File: src/rtl/core/toroidal_life_automaton_core_defines.svh
// Assertion macros for the toroidal life automaton core.
// Expects clk and rst_n in the scope of each use.
`ifndef TOROIDAL_LIFE_AUTOMATON_CORE_DEFINES_SVH
`define TOROIDAL_LIFE_AUTOMATON_CORE_DEFINES_SVH

// Check a property on every clock edge outside reset.
`define TLA_ASSERT(label, prop) \
    label: assert property (@(posedge clk) disable iff (!rst_n) (prop)) \
        else $error("toroidal life automaton check failed");

// Check that a condition never holds outside reset.
`define TLA_NEVER(label, cond) \
    label: assert property (@(posedge clk) disable iff (!rst_n) !(cond)) \
        else $error("toroidal life automaton forbidden condition");

`endif

File: src/rtl/core/tla_pkg.sv
// Shared types, constants and the neighbour count function of the life core.
// No dependencies.
`timescale 1ns / 1ps

package tla_pkg;

    localparam int MAX_ROWS = 64;
    localparam int MAX_COLS = 32;
    localparam int ROW_W    = 6;
    localparam int COL_W    = 5;
    localparam int NR_W     = ROW_W + 1;
    localparam int NC_W     = COL_W + 1;
    localparam int MASK_W   = 9;
    localparam int CNT_W    = 4;
    localparam int PADDR_W  = 4;
    localparam int PDATA_W  = 32;

    localparam logic [1:0] REQ_WRITE   = 2'd0;
    localparam logic [1:0] REQ_ADVANCE = 2'd1;
    localparam logic [1:0] REQ_READ    = 2'd2;

    localparam logic [1:0] REG_SURVIVE = 2'd0;
    localparam logic [1:0] REG_BIRTH   = 2'd1;
    localparam logic [1:0] REG_ROWS    = 2'd2;
    localparam logic [1:0] REG_COLS    = 2'd3;

    localparam logic [MASK_W-1:0] SURVIVE_RESET = 9'd12;
    localparam logic [MASK_W-1:0] BIRTH_RESET   = 9'd8;
    localparam logic [NR_W-1:0]   ROWS_RESET    = 7'd50;
    localparam logic [NC_W-1:0]   COLS_RESET    = 6'd30;

    typedef logic [MAX_COLS-1:0] row_t;

    typedef struct packed {
        logic [MASK_W-1:0] survive;
        logic [MASK_W-1:0] birth;
        logic [NR_W-1:0]   nr;
        logic [NC_W-1:0]   nc;
    } cfg_t;

    function automatic logic [CNT_W-1:0] nb_count(
        input row_t             up_row,
        input row_t             mid_row,
        input row_t             dn_row,
        input logic [COL_W-1:0] c,
        input logic [NC_W-1:0]  nc
    );
        logic [COL_W-1:0] lf;
        logic [COL_W-1:0] rt;
        logic [NC_W-1:0]  c_inc;
        begin
            c_inc = {1'b0, c} + 1'b1;
            lf = (c == '0) ? COL_W'(nc - 1'b1) : c - 1'b1;
            rt = (c_inc >= nc) ? '0 : COL_W'(c_inc);
            nb_count = CNT_W'(up_row[lf]) + CNT_W'(up_row[c]) + CNT_W'(up_row[rt])
                     + CNT_W'(mid_row[lf]) + CNT_W'(mid_row[rt])
                     + CNT_W'(dn_row[lf]) + CNT_W'(dn_row[c]) + CNT_W'(dn_row[rt]);
        end
    endfunction

endpackage

File: src/rtl/core/tla_cfg.sv
// APB register file: survive and birth masks, rows and columns in use.
// Depends on tla_pkg; hands clamped sizes to the core as a cfg_t.
`timescale 1ns / 1ps

module tla_cfg (
    input  logic                          clk,
    input  logic                          rst_n,
    input  logic                          psel,
    input  logic                          penable,
    input  logic                          pwrite,
    input  logic [tla_pkg::PADDR_W-1:0]   paddr,
    input  logic [tla_pkg::PDATA_W-1:0]   pwdata,
    output logic [tla_pkg::PDATA_W-1:0]   prdata,
    output logic                          pready,
    output tla_pkg::cfg_t                 cfg
);

    logic [tla_pkg::MASK_W-1:0] survive_reg;
    logic [tla_pkg::MASK_W-1:0] birth_reg;
    logic [tla_pkg::NR_W-1:0]   rows_reg;
    logic [tla_pkg::NC_W-1:0]   cols_reg;
    logic [1:0]                 reg_sel;
    logic                       wr_en;

    assign reg_sel = paddr[3:2];
    assign wr_en   = psel && penable && pwrite;
    assign pready  = 1'b1;

    always_ff @(posedge clk or negedge rst_n)
    begin
        if (!rst_n)
        begin
            survive_reg <= tla_pkg::SURVIVE_RESET;
            birth_reg   <= tla_pkg::BIRTH_RESET;
            rows_reg    <= tla_pkg::ROWS_RESET;
            cols_reg    <= tla_pkg::COLS_RESET;
        end
        else if (wr_en)
        begin
            unique case (reg_sel)
                tla_pkg::REG_SURVIVE: survive_reg <= pwdata[tla_pkg::MASK_W-1:0];
                tla_pkg::REG_BIRTH:   birth_reg   <= pwdata[tla_pkg::MASK_W-1:0];
                tla_pkg::REG_ROWS:    rows_reg    <= pwdata[tla_pkg::NR_W-1:0];
                tla_pkg::REG_COLS:    cols_reg    <= pwdata[tla_pkg::NC_W-1:0];
                default:              survive_reg <= survive_reg;
            endcase
        end
    end

    always_comb
    begin
        unique case (reg_sel)
            tla_pkg::REG_SURVIVE: prdata = tla_pkg::PDATA_W'(survive_reg);
            tla_pkg::REG_BIRTH:   prdata = tla_pkg::PDATA_W'(birth_reg);
            tla_pkg::REG_ROWS:    prdata = tla_pkg::PDATA_W'(rows_reg);
            tla_pkg::REG_COLS:    prdata = tla_pkg::PDATA_W'(cols_reg);
            default:              prdata = '0;
        endcase
    end

    // clamp sizes into 1..MAX
    always_comb
    begin
        cfg.survive = survive_reg;
        cfg.birth   = birth_reg;
        if (rows_reg == '0)
            cfg.nr = tla_pkg::NR_W'(1);
        else if (rows_reg > tla_pkg::NR_W'(tla_pkg::MAX_ROWS))
            cfg.nr = tla_pkg::NR_W'(tla_pkg::MAX_ROWS);
        else
            cfg.nr = rows_reg;
        if (cols_reg == '0)
            cfg.nc = tla_pkg::NC_W'(1);
        else if (cols_reg > tla_pkg::NC_W'(tla_pkg::MAX_COLS))
            cfg.nc = tla_pkg::NC_W'(tla_pkg::MAX_COLS);
        else
            cfg.nc = cols_reg;
    end

endmodule

File: src/rtl/core/tla_row_mem.sv
// Grid memory: one row of cells per entry, one write and one read port.
// Depends on tla_pkg; per-row valid bits make unwritten rows read as dead.
`timescale 1ns / 1ps

module tla_row_mem (
    input  logic                        clk,
    input  logic                        rst_n,
    input  logic                        we,
    input  logic [tla_pkg::ROW_W-1:0]   waddr,
    input  tla_pkg::row_t               wdata,
    input  logic                        re,
    input  logic [tla_pkg::ROW_W-1:0]   raddr,
    output tla_pkg::row_t               rdata
);

    tla_pkg::row_t                mem [tla_pkg::MAX_ROWS];
    tla_pkg::row_t                rdata_reg;
    logic [tla_pkg::MAX_ROWS-1:0] valid_reg;
    logic                         rvalid_reg;

    always_ff @(posedge clk)
    begin
        if (we)
            mem[waddr] <= wdata;
    end

    always_ff @(posedge clk)
    begin
        if (re)
            rdata_reg <= mem[raddr];
    end

    always_ff @(posedge clk or negedge rst_n)
    begin
        if (!rst_n)
        begin
            valid_reg  <= '0;
            rvalid_reg <= 1'b0;
        end
        else
        begin
            if (we)
                valid_reg[waddr] <= 1'b1;
            if (re)
                rvalid_reg <= valid_reg[raddr];
        end
    end

    assign rdata = rvalid_reg ? rdata_reg : '0;

endmodule

File: src/rtl/core/tla_row_update.sv
// Next-generation row from the old rows above, at and below it.
// Depends on tla_pkg; columns past the used width keep their value.
`timescale 1ns / 1ps

module tla_row_update (
    input  tla_pkg::cfg_t   cfg,
    input  tla_pkg::row_t   up_row,
    input  tla_pkg::row_t   mid_row,
    input  tla_pkg::row_t   dn_row,
    output tla_pkg::row_t   new_row
);

    always_comb
    begin
        logic [tla_pkg::CNT_W-1:0]  k;
        logic [tla_pkg::MASK_W-1:0] rule;
        new_row = mid_row;
        for (int c = 0; c < tla_pkg::MAX_COLS; c++)
        begin
            k = tla_pkg::nb_count(up_row, mid_row, dn_row, tla_pkg::COL_W'(c), cfg.nc);
            rule = mid_row[c] ? cfg.survive : cfg.birth;
            if (tla_pkg::NC_W'(c) < cfg.nc)
                new_row[c] = rule[k];
        end
    end

endmodule

File: src/rtl/core/toroidal_life_automaton_core.sv
// Top level of the toroidal life automaton: request sequencer and result register.
// Depends on tla_pkg, tla_cfg, tla_row_mem, tla_row_update and the defines header.
//
//  channel | signals                                   | role
//  in      | in_valid/in_ready, req_type row col cell_in | write, advance or read
//  out     | out_valid/out_ready, read_row read_col      | one item per read
//          | cell_out neighbour_count                    |
//  apb     | psel penable pwrite paddr pwdata prdata     | registers at 4*index
//
// Write: reads the row, merges the bit and writes it back; a write outside the used grid is dropped.
// Read: fetches the rows above, at and below through the one read port.
// Advance: reads the last, first and second rows, then the sweep writes one grid row per cycle.
// Reset marks every row invalid at once, so the grid reads dead with no clearing pass.
// A read waits in its last cycle while the output register holds an item not yet taken.
`timescale 1ns / 1ps
`include "toroidal_life_automaton_core_defines.svh"

module toroidal_life_automaton_core (
    input  logic                          clk,
    input  logic                          rst_n,
    input  logic                          in_valid,
    output logic                          in_ready,
    input  logic [1:0]                    req_type,
    input  logic [tla_pkg::ROW_W-1:0]     row,
    input  logic [tla_pkg::COL_W-1:0]     col,
    input  logic                          cell_in,
    output logic                          out_valid,
    input  logic                          out_ready,
    output logic [tla_pkg::ROW_W-1:0]     read_row,
    output logic [tla_pkg::COL_W-1:0]     read_col,
    output logic                          cell_out,
    output logic [tla_pkg::CNT_W-1:0]     neighbour_count,
    input  logic                          psel,
    input  logic                          penable,
    input  logic                          pwrite,
    input  logic [tla_pkg::PADDR_W-1:0]   paddr,
    input  logic [tla_pkg::PDATA_W-1:0]   pwdata,
    output logic [tla_pkg::PDATA_W-1:0]   prdata,
    output logic                          pready
);

    localparam logic [3:0] S_IDLE     = 4'd0;
    localparam logic [3:0] S_WR_RD    = 4'd1;
    localparam logic [3:0] S_WR_WB    = 4'd2;
    localparam logic [3:0] S_RD_UP    = 4'd3;
    localparam logic [3:0] S_RD_MID   = 4'd4;
    localparam logic [3:0] S_RD_DN    = 4'd5;
    localparam logic [3:0] S_RD_CAP   = 4'd6;
    localparam logic [3:0] S_RD_OUT   = 4'd7;
    localparam logic [3:0] S_AV_LAST  = 4'd8;
    localparam logic [3:0] S_AV_FIRST = 4'd9;
    localparam logic [3:0] S_AV_SEC   = 4'd10;
    localparam logic [3:0] S_AV_ROW   = 4'd11;

    tla_pkg::cfg_t cfg;

    logic [3:0]                  state_reg, state_next;
    logic [tla_pkg::ROW_W-1:0]   row_reg, row_next;
    logic [tla_pkg::COL_W-1:0]   col_reg, col_next;
    logic                        cell_reg, cell_next;
    logic                        outside_reg, outside_next;
    logic [tla_pkg::ROW_W-1:0]   cnt_reg, cnt_next;
    tla_pkg::row_t               prev_reg, prev_next;
    tla_pkg::row_t               cur_reg, cur_next;
    tla_pkg::row_t               nxt_reg, nxt_next;
    tla_pkg::row_t               first_reg, first_next;

    logic                        out_valid_reg, out_valid_next;
    logic [tla_pkg::ROW_W-1:0]   read_row_reg, read_row_next;
    logic [tla_pkg::COL_W-1:0]   read_col_reg, read_col_next;
    logic                        cell_out_reg, cell_out_next;
    logic [tla_pkg::CNT_W-1:0]   count_reg, count_next;

    logic                        mem_we;
    logic [tla_pkg::ROW_W-1:0]   mem_waddr;
    tla_pkg::row_t               mem_wdata;
    logic                        mem_re;
    logic [tla_pkg::ROW_W-1:0]   mem_raddr;
    tla_pkg::row_t               mem_rdata;

    tla_pkg::row_t               sweep_dn;
    tla_pkg::row_t               sweep_row;
    tla_pkg::row_t               merged_row;
    logic [tla_pkg::NR_W-1:0]    cnt_inc;
    logic [tla_pkg::NR_W-1:0]    row_inc;
    logic [tla_pkg::ROW_W-1:0]   up_addr;
    logic [tla_pkg::ROW_W-1:0]   dn_addr;
    logic                        in_range;
    logic                        in_fire;

    tla_cfg u_cfg (
        .clk     (clk),
        .rst_n   (rst_n),
        .psel    (psel),
        .penable (penable),
        .pwrite  (pwrite),
        .paddr   (paddr),
        .pwdata  (pwdata),
        .prdata  (prdata),
        .pready  (pready),
        .cfg     (cfg)
    );

    tla_row_mem u_mem (
        .clk   (clk),
        .rst_n (rst_n),
        .we    (mem_we),
        .waddr (mem_waddr),
        .wdata (mem_wdata),
        .re    (mem_re),
        .raddr (mem_raddr),
        .rdata (mem_rdata)
    );

    tla_row_update u_update (
        .cfg     (cfg),
        .up_row  (prev_reg),
        .mid_row (cur_reg),
        .dn_row  (sweep_dn),
        .new_row (sweep_row)
    );

    assign in_ready = (state_reg == S_IDLE);
    assign in_fire  = in_valid && in_ready;
    assign in_range = ({1'b0, row} < cfg.nr) && ({1'b0, col} < cfg.nc);

    assign cnt_inc  = {1'b0, cnt_reg} + 1'b1;
    assign row_inc  = {1'b0, row_reg} + 1'b1;
    assign up_addr  = (row_reg == '0) ? tla_pkg::ROW_W'(cfg.nr - 1'b1) : row_reg - 1'b1;
    assign dn_addr  = (row_inc >= cfg.nr) ? '0 : tla_pkg::ROW_W'(row_inc);
    // the last row wraps onto row zero, already rewritten: use its saved copy
    assign sweep_dn = (cnt_inc >= cfg.nr) ? first_reg : mem_rdata;

    always_comb
    begin
        merged_row = mem_rdata;
        merged_row[col_reg] = cell_reg;
    end

    always_comb
    begin
        state_next     = state_reg;
        row_next       = row_reg;
        col_next       = col_reg;
        cell_next      = cell_reg;
        outside_next   = outside_reg;
        cnt_next       = cnt_reg;
        prev_next      = prev_reg;
        cur_next       = cur_reg;
        nxt_next       = nxt_reg;
        first_next     = first_reg;
        out_valid_next = out_valid_reg && !out_ready;
        read_row_next  = read_row_reg;
        read_col_next  = read_col_reg;
        cell_out_next  = cell_out_reg;
        count_next     = count_reg;
        mem_we         = 1'b0;
        mem_waddr      = cnt_reg;
        mem_wdata      = sweep_row;
        mem_re         = 1'b0;
        mem_raddr      = row_reg;

        unique case (state_reg)
            S_IDLE:
            begin
                if (in_fire)
                begin
                    row_next     = row;
                    col_next     = col;
                    cell_next    = cell_in;
                    outside_next = !in_range;
                    case (req_type)
                        tla_pkg::REQ_WRITE:
                            if (in_range)
                                state_next = S_WR_RD;
                        tla_pkg::REQ_ADVANCE:
                            state_next = S_AV_LAST;
                        tla_pkg::REQ_READ:
                            state_next = in_range ? S_RD_UP : S_RD_OUT;
                        default:
                            state_next = S_IDLE;
                    endcase
                end
            end
            S_WR_RD:
            begin
                mem_re     = 1'b1;
                mem_raddr  = row_reg;
                state_next = S_WR_WB;
            end
            S_WR_WB:
            begin
                mem_we     = 1'b1;
                mem_waddr  = row_reg;
                mem_wdata  = merged_row;
                state_next = S_IDLE;
            end
            S_RD_UP:
            begin
                mem_re     = 1'b1;
                mem_raddr  = up_addr;
                state_next = S_RD_MID;
            end
            S_RD_MID:
            begin
                prev_next  = mem_rdata;
                mem_re     = 1'b1;
                mem_raddr  = row_reg;
                state_next = S_RD_DN;
            end
            S_RD_DN:
            begin
                cur_next   = mem_rdata;
                mem_re     = 1'b1;
                mem_raddr  = dn_addr;
                state_next = S_RD_CAP;
            end
            S_RD_CAP:
            begin
                nxt_next   = mem_rdata;
                state_next = S_RD_OUT;
            end
            S_RD_OUT:
            begin
                if (!out_valid_reg || out_ready)
                begin
                    out_valid_next = 1'b1;
                    read_row_next  = row_reg;
                    read_col_next  = col_reg;
                    if (outside_reg)
                    begin
                        cell_out_next = 1'b0;
                        count_next    = '0;
                    end
                    else
                    begin
                        cell_out_next = cur_reg[col_reg];
                        count_next    = tla_pkg::nb_count(prev_reg, cur_reg, nxt_reg,
                                                          col_reg, cfg.nc);
                    end
                    state_next = S_IDLE;
                end
            end
            S_AV_LAST:
            begin
                mem_re     = 1'b1;
                mem_raddr  = tla_pkg::ROW_W'(cfg.nr - 1'b1);
                state_next = S_AV_FIRST;
            end
            S_AV_FIRST:
            begin
                prev_next  = mem_rdata;
                mem_re     = 1'b1;
                mem_raddr  = '0;
                state_next = S_AV_SEC;
            end
            S_AV_SEC:
            begin
                cur_next   = mem_rdata;
                first_next = mem_rdata;
                cnt_next   = '0;
                mem_re     = 1'b1;
                mem_raddr  = tla_pkg::ROW_W'(1);
                state_next = S_AV_ROW;
            end
            S_AV_ROW:
            begin
                mem_we     = 1'b1;
                mem_waddr  = cnt_reg;
                mem_wdata  = sweep_row;
                mem_re     = 1'b1;
                mem_raddr  = cnt_reg + tla_pkg::ROW_W'(2);
                prev_next  = cur_reg;
                cur_next   = sweep_dn;
                cnt_next   = tla_pkg::ROW_W'(cnt_inc);
                if (cnt_inc >= cfg.nr)
                    state_next = S_IDLE;
            end
            default:
                state_next = S_IDLE;
        endcase
    end

    always_ff @(posedge clk or negedge rst_n)
    begin
        if (!rst_n)
        begin
            state_reg     <= S_IDLE;
            out_valid_reg <= 1'b0;
        end
        else
        begin
            state_reg     <= state_next;
            out_valid_reg <= out_valid_next;
        end
    end

    always_ff @(posedge clk)
    begin
        row_reg      <= row_next;
        col_reg      <= col_next;
        cell_reg     <= cell_next;
        outside_reg  <= outside_next;
        cnt_reg      <= cnt_next;
        prev_reg     <= prev_next;
        cur_reg      <= cur_next;
        nxt_reg      <= nxt_next;
        first_reg    <= first_next;
        read_row_reg <= read_row_next;
        read_col_reg <= read_col_next;
        cell_out_reg <= cell_out_next;
        count_reg    <= count_next;
    end

    assign out_valid       = out_valid_reg;
    assign read_row        = read_row_reg;
    assign read_col        = read_col_reg;
    assign cell_out        = cell_out_reg;
    assign neighbour_count = count_reg;

    `TLA_ASSERT(a_we_states, mem_we |-> (state_reg == S_WR_WB || state_reg == S_AV_ROW))
    `TLA_NEVER(a_no_same_row, mem_we && mem_re && (mem_waddr == mem_raddr))
    `TLA_ASSERT(a_out_from_read, $rose(out_valid_reg) |-> $past(state_reg) == S_RD_OUT)
    `TLA_ASSERT(a_sweep_exit, (state_reg == S_AV_ROW) |=>
                (state_reg == S_AV_ROW || state_reg == S_IDLE))

endmodule
File: config.mk
export PLATFORM = sky130hd
export DESIGN_NAME = toroidal_life_automaton_core
export DESIGN_NICKNAME = d
export VERILOG_FILES = /design/src/rtl/core/tla_pkg.sv /design/src/rtl/core/tla_cfg.sv /design/src/rtl/core/tla_row_mem.sv /design/src/rtl/core/tla_row_update.sv /design/src/rtl/core/toroidal_life_automaton_core.sv
export VERILOG_INCLUDE_DIRS = /design/src /design/src/rtl/core
export SDC_FILE = /design/constraint.sdc
export NUM_CORES = 2
export LEC_CHECK = 0
export ABC_AREA = 1
export BUFFER_PORTS_ARGS = -buffer_cell sky130_fd_sc_hd__buf_2
export CORE_MARGIN = 2
export CORE_UTILIZATION = 57
export CTS_BUF_LIST = sky130_fd_sc_hd__clkbuf_16
export DETAILED_ROUTE_END_ITERATION = 10
export PLACE_DENSITY = 0.73
export SYNTH_ARGS = -nofsm -noshare
export SYNTH_HDL_FRONTEND = slang
export SYNTH_HIERARCHICAL = 1
export SYNTH_SLANG_ARGS = --single-unit
File: constraint.sdc
create_clock -name clk -period 12.1 [get_ports clk]
set_input_delay 2.42 -clock clk [delete_from_list [all_inputs] [get_ports clk]]
set_output_delay 2.42 -clock clk [all_outputs]
set_load 0.005 [all_outputs]
==> impl_metrics.tcl <==
set metrics [dict create \
    path_clk_slew_ns 0.06 \
    largest_register_ff_count 2048 \
    nNetsFinal 11300 \
    setup_tns_ns 0 \
    numCtsBuffers 227 \
    fillers 15300 \
    cts_hold_buf 0 \
    start_util_pct 57.3 \
    outcome "finished clean" \
    instances_no_fill 13800 \
    grt_pass1_wl_um 516000 \
    critPathLaunchType "register" \
    clock_tree.root_cell "clkbuf_16" \
    core_um2 197000 \
    synth_edf_count 2243 \
    hold_slack_ns 0.467 \
    area_growth_pct 9.54 \
    hold_viol 0 \
    final-seq-area_um2 69900 \
    multi_input_area_um2 38100 \
    drtIter0Drc 13200 \
    ys_async_sr_fraction_pct 4.31 \
    synth_seq_cells 2344 \
    place_inst 13400 \
    clockBufferDepth 3 \
    synthAdderAreaFrac_pct 3.92 \
    slowest_stage "fa_1" \
    worstPathArrival_ns 8.39 \
    synthXorXnorAreaFrac_pct 0.194 \
    cap_viol_max_count 0 \
    fmax_mhz 128 \
    track_usage_pct 34.1 \
    first_pass_iters 7 \
    overflow 0 \
    required_ns 12.68 \
    post_cts_resized 0 \
    yosys.area_share.simple_pct 21.8 \
    crit_fanout 65 \
    cp-end-kind "register" \
    synth_warnings 6 \
    synth_compound_area_share_pct 7.01 \
    slowest_delay_ns 0.60 \
    grt_pass1_vias 81300 \
    io_buffers 58 \
    crit_path_frequent_cell "inv_1" \
    cts_max_level 4 \
    synth_top_family_by_area "simple AND/OR/NAND/NOR gates" \
    netlist_top_cells_area "edfxtp_1 60%, nand2_1 10%, nand3_1 8.9%" \
    setup_violations 0 \
    place_area_um2 116000 \
    synth_top_area_share_pct 59.6 \
    slew_violations 0 \
    antenna_found_initial 9 \
    clock_sinks 2344 \
    cts_tree "done" \
    dp_hpwl_um 199000 \
    drc_errors 0 \
    final_layout_size_suffix_gt1_share_pct 8.13 \
    syn_inst 11100 \
    tightest_slew_ns 1.34 \
    ios 108 \
    synthDistinctLibCells 62 \
    min-delay-path-class "register to register" \
    avgViaCountPerCell 6.29 \
    period_share_pct 64.5 \
    clk_latency_ns 0.91 \
    slew-limit-headroom_pct 9.87 \
    clock_skew_ns 0.0572 \
    postRouteWirelength_um 351000 \
    period_needed_ns 7.81 \
    num_rows 163 \
    detail-route-antenna-nets 0 \
    worstSetupPathType "register to register" \
    muxShareOfSynthArea_pct 0 \
    via_count 87000 \
    synth_top_area_cell "edfxtp_1" \
    avgSynthCellArea_um2 10.1 \
    fin_area_um2 124000 \
    wl_per_cell_um 25.4 \
    post-cts-setup-buffers 0 \
    globalplace.congestion 1.01 \
    synth_area_um2 113000 \
    synthFlopType "edfxtp_1" \
    die_h_um 449 \
    yosysSeqAreaShare_pct 61.9 \
    grt_max_degree 207 \
    design.die.area_um2 202000 \
    die_x_um 449 \
    grt_setup_unrepaired "no" \
]
cell families after synthesis:
logic type | after synthesis
buffers and inverters | 1350
and+or+nand+nor | 5760
adders and majority gates | 275
AOI/OAI and AO/OA | 1388
xor gates and xnor gates | 22
other | 2
DFF | 2344
final timing paths:
| kind | cells past startpoint | startpoint | slack [ns] | to |
|---|---|---|---|---|
| worst min register to register | 1 | u_mem/valid_reg[18] | 0.47 | u_mem/valid_reg[18] |
| min in group asynchronous | 1 | rst_n | 1.58 | u_mem/valid_reg[43] |
| worst min-delay path | 1 | u_mem/valid_reg[18] | 0.47 | u_mem/valid_reg[18] |
| worst max register to register | 35 | cnt_reg[0] | 4.29 | u_mem/mem[58][0] |
| max in group asynchronous | 2 | rst_n | 9.10 | u_mem/valid_reg[12] |
| worst max-delay path | 35 | cnt_reg[0] | 4.29 | u_mem/mem[58][0] |
layout make-up:
type	instances	area share [%]
Tap cell	2640	2.67
Clock inverter	202	1.53
Clock buffer	231	4.67
Sequential cell	2344	56.5
Antenna cell	6	0.0121
Timing Repair Buffer	318	1.94
Multi-Input combinational cell	7469	30.8
Inverter	623	1.92
per-stage QoR:
step | worst slack (ns) | util (%)
6_report | 4.29 | 62.7
2_1_floorplan | 4.29 | -
3_3_place_gp | 4.51 | 58.8
5_1_grt | 3.80 | 62.7
3_5_place_dp | 4.38 | 58.8
4_1_cts | 4.36 | 62.7
layout by cell type, fill, tap and decap left out, drive strengths merged, types with 13 or more instances in the layout:
master,netlist,layout
a21oi,257,257
xor2,15,15
clkbuf,336,232
conb,2,24
o211ai,152,152
o22ai,147,147
o2111ai,23,23
inv,612,661
nor3,36,36
o311ai,20,20
nand3,2000,2000
o21ai,714,714
clkinv,11,127
edfxtp,2243,2243
bufinv,0,29
fa,132,132
or2,64,64
nor2,550,550
buf,391,317
dfrtp,91,91
nand2,3070,3070
ha,143,143
nand4,36,36
o31ai,13,13
a21o,23,23
cell usage after synthesis, types with 23 or more instances:
master,number
nor3_1,34
buf_6,35
nand4_1,36
buf_2,215
o21ai_1,36
a21o_1,23
buf_1,76
ha_1,143
nor2_1,540
o2111ai_1,23
fa_1,132
clkbuf_1,335
nand2_1,3059
o22ai_1,147
nand3_1,1998
inv_2,25
o211ai_1,152
a21oi_1,253
edfxtp_1,2243
o21ai_0,673
or2_2,64
inv_1,585
dfrtp_1,91
buf_4,62
metal layers:
metal  wire length (um)  global-route usage, %  up-vias
met5                 28                      0        -
met2             157000                   52.1     5720
met4              18500                   16.9        4
li1                   -                      -    38500
met1             133000                   46.8    41800
met3              43000                   6.89      977
worst max-delay path: cells and delay by family (launching register included):
family	cells	cell delay [ns]
adder cells (fa/ha/maj)	7	2.81
buffers and inverters	11	1.97
AO/OA/AOI/OAI	7	0.91
AND/OR/NAND/NOR	9	0.87
flip-flops	1	0.52
XOR/XNOR	1	0.22
Power is not shown: default switching activity piles up to over one toggle a cycle in this logic, so the estimate is an artifact.
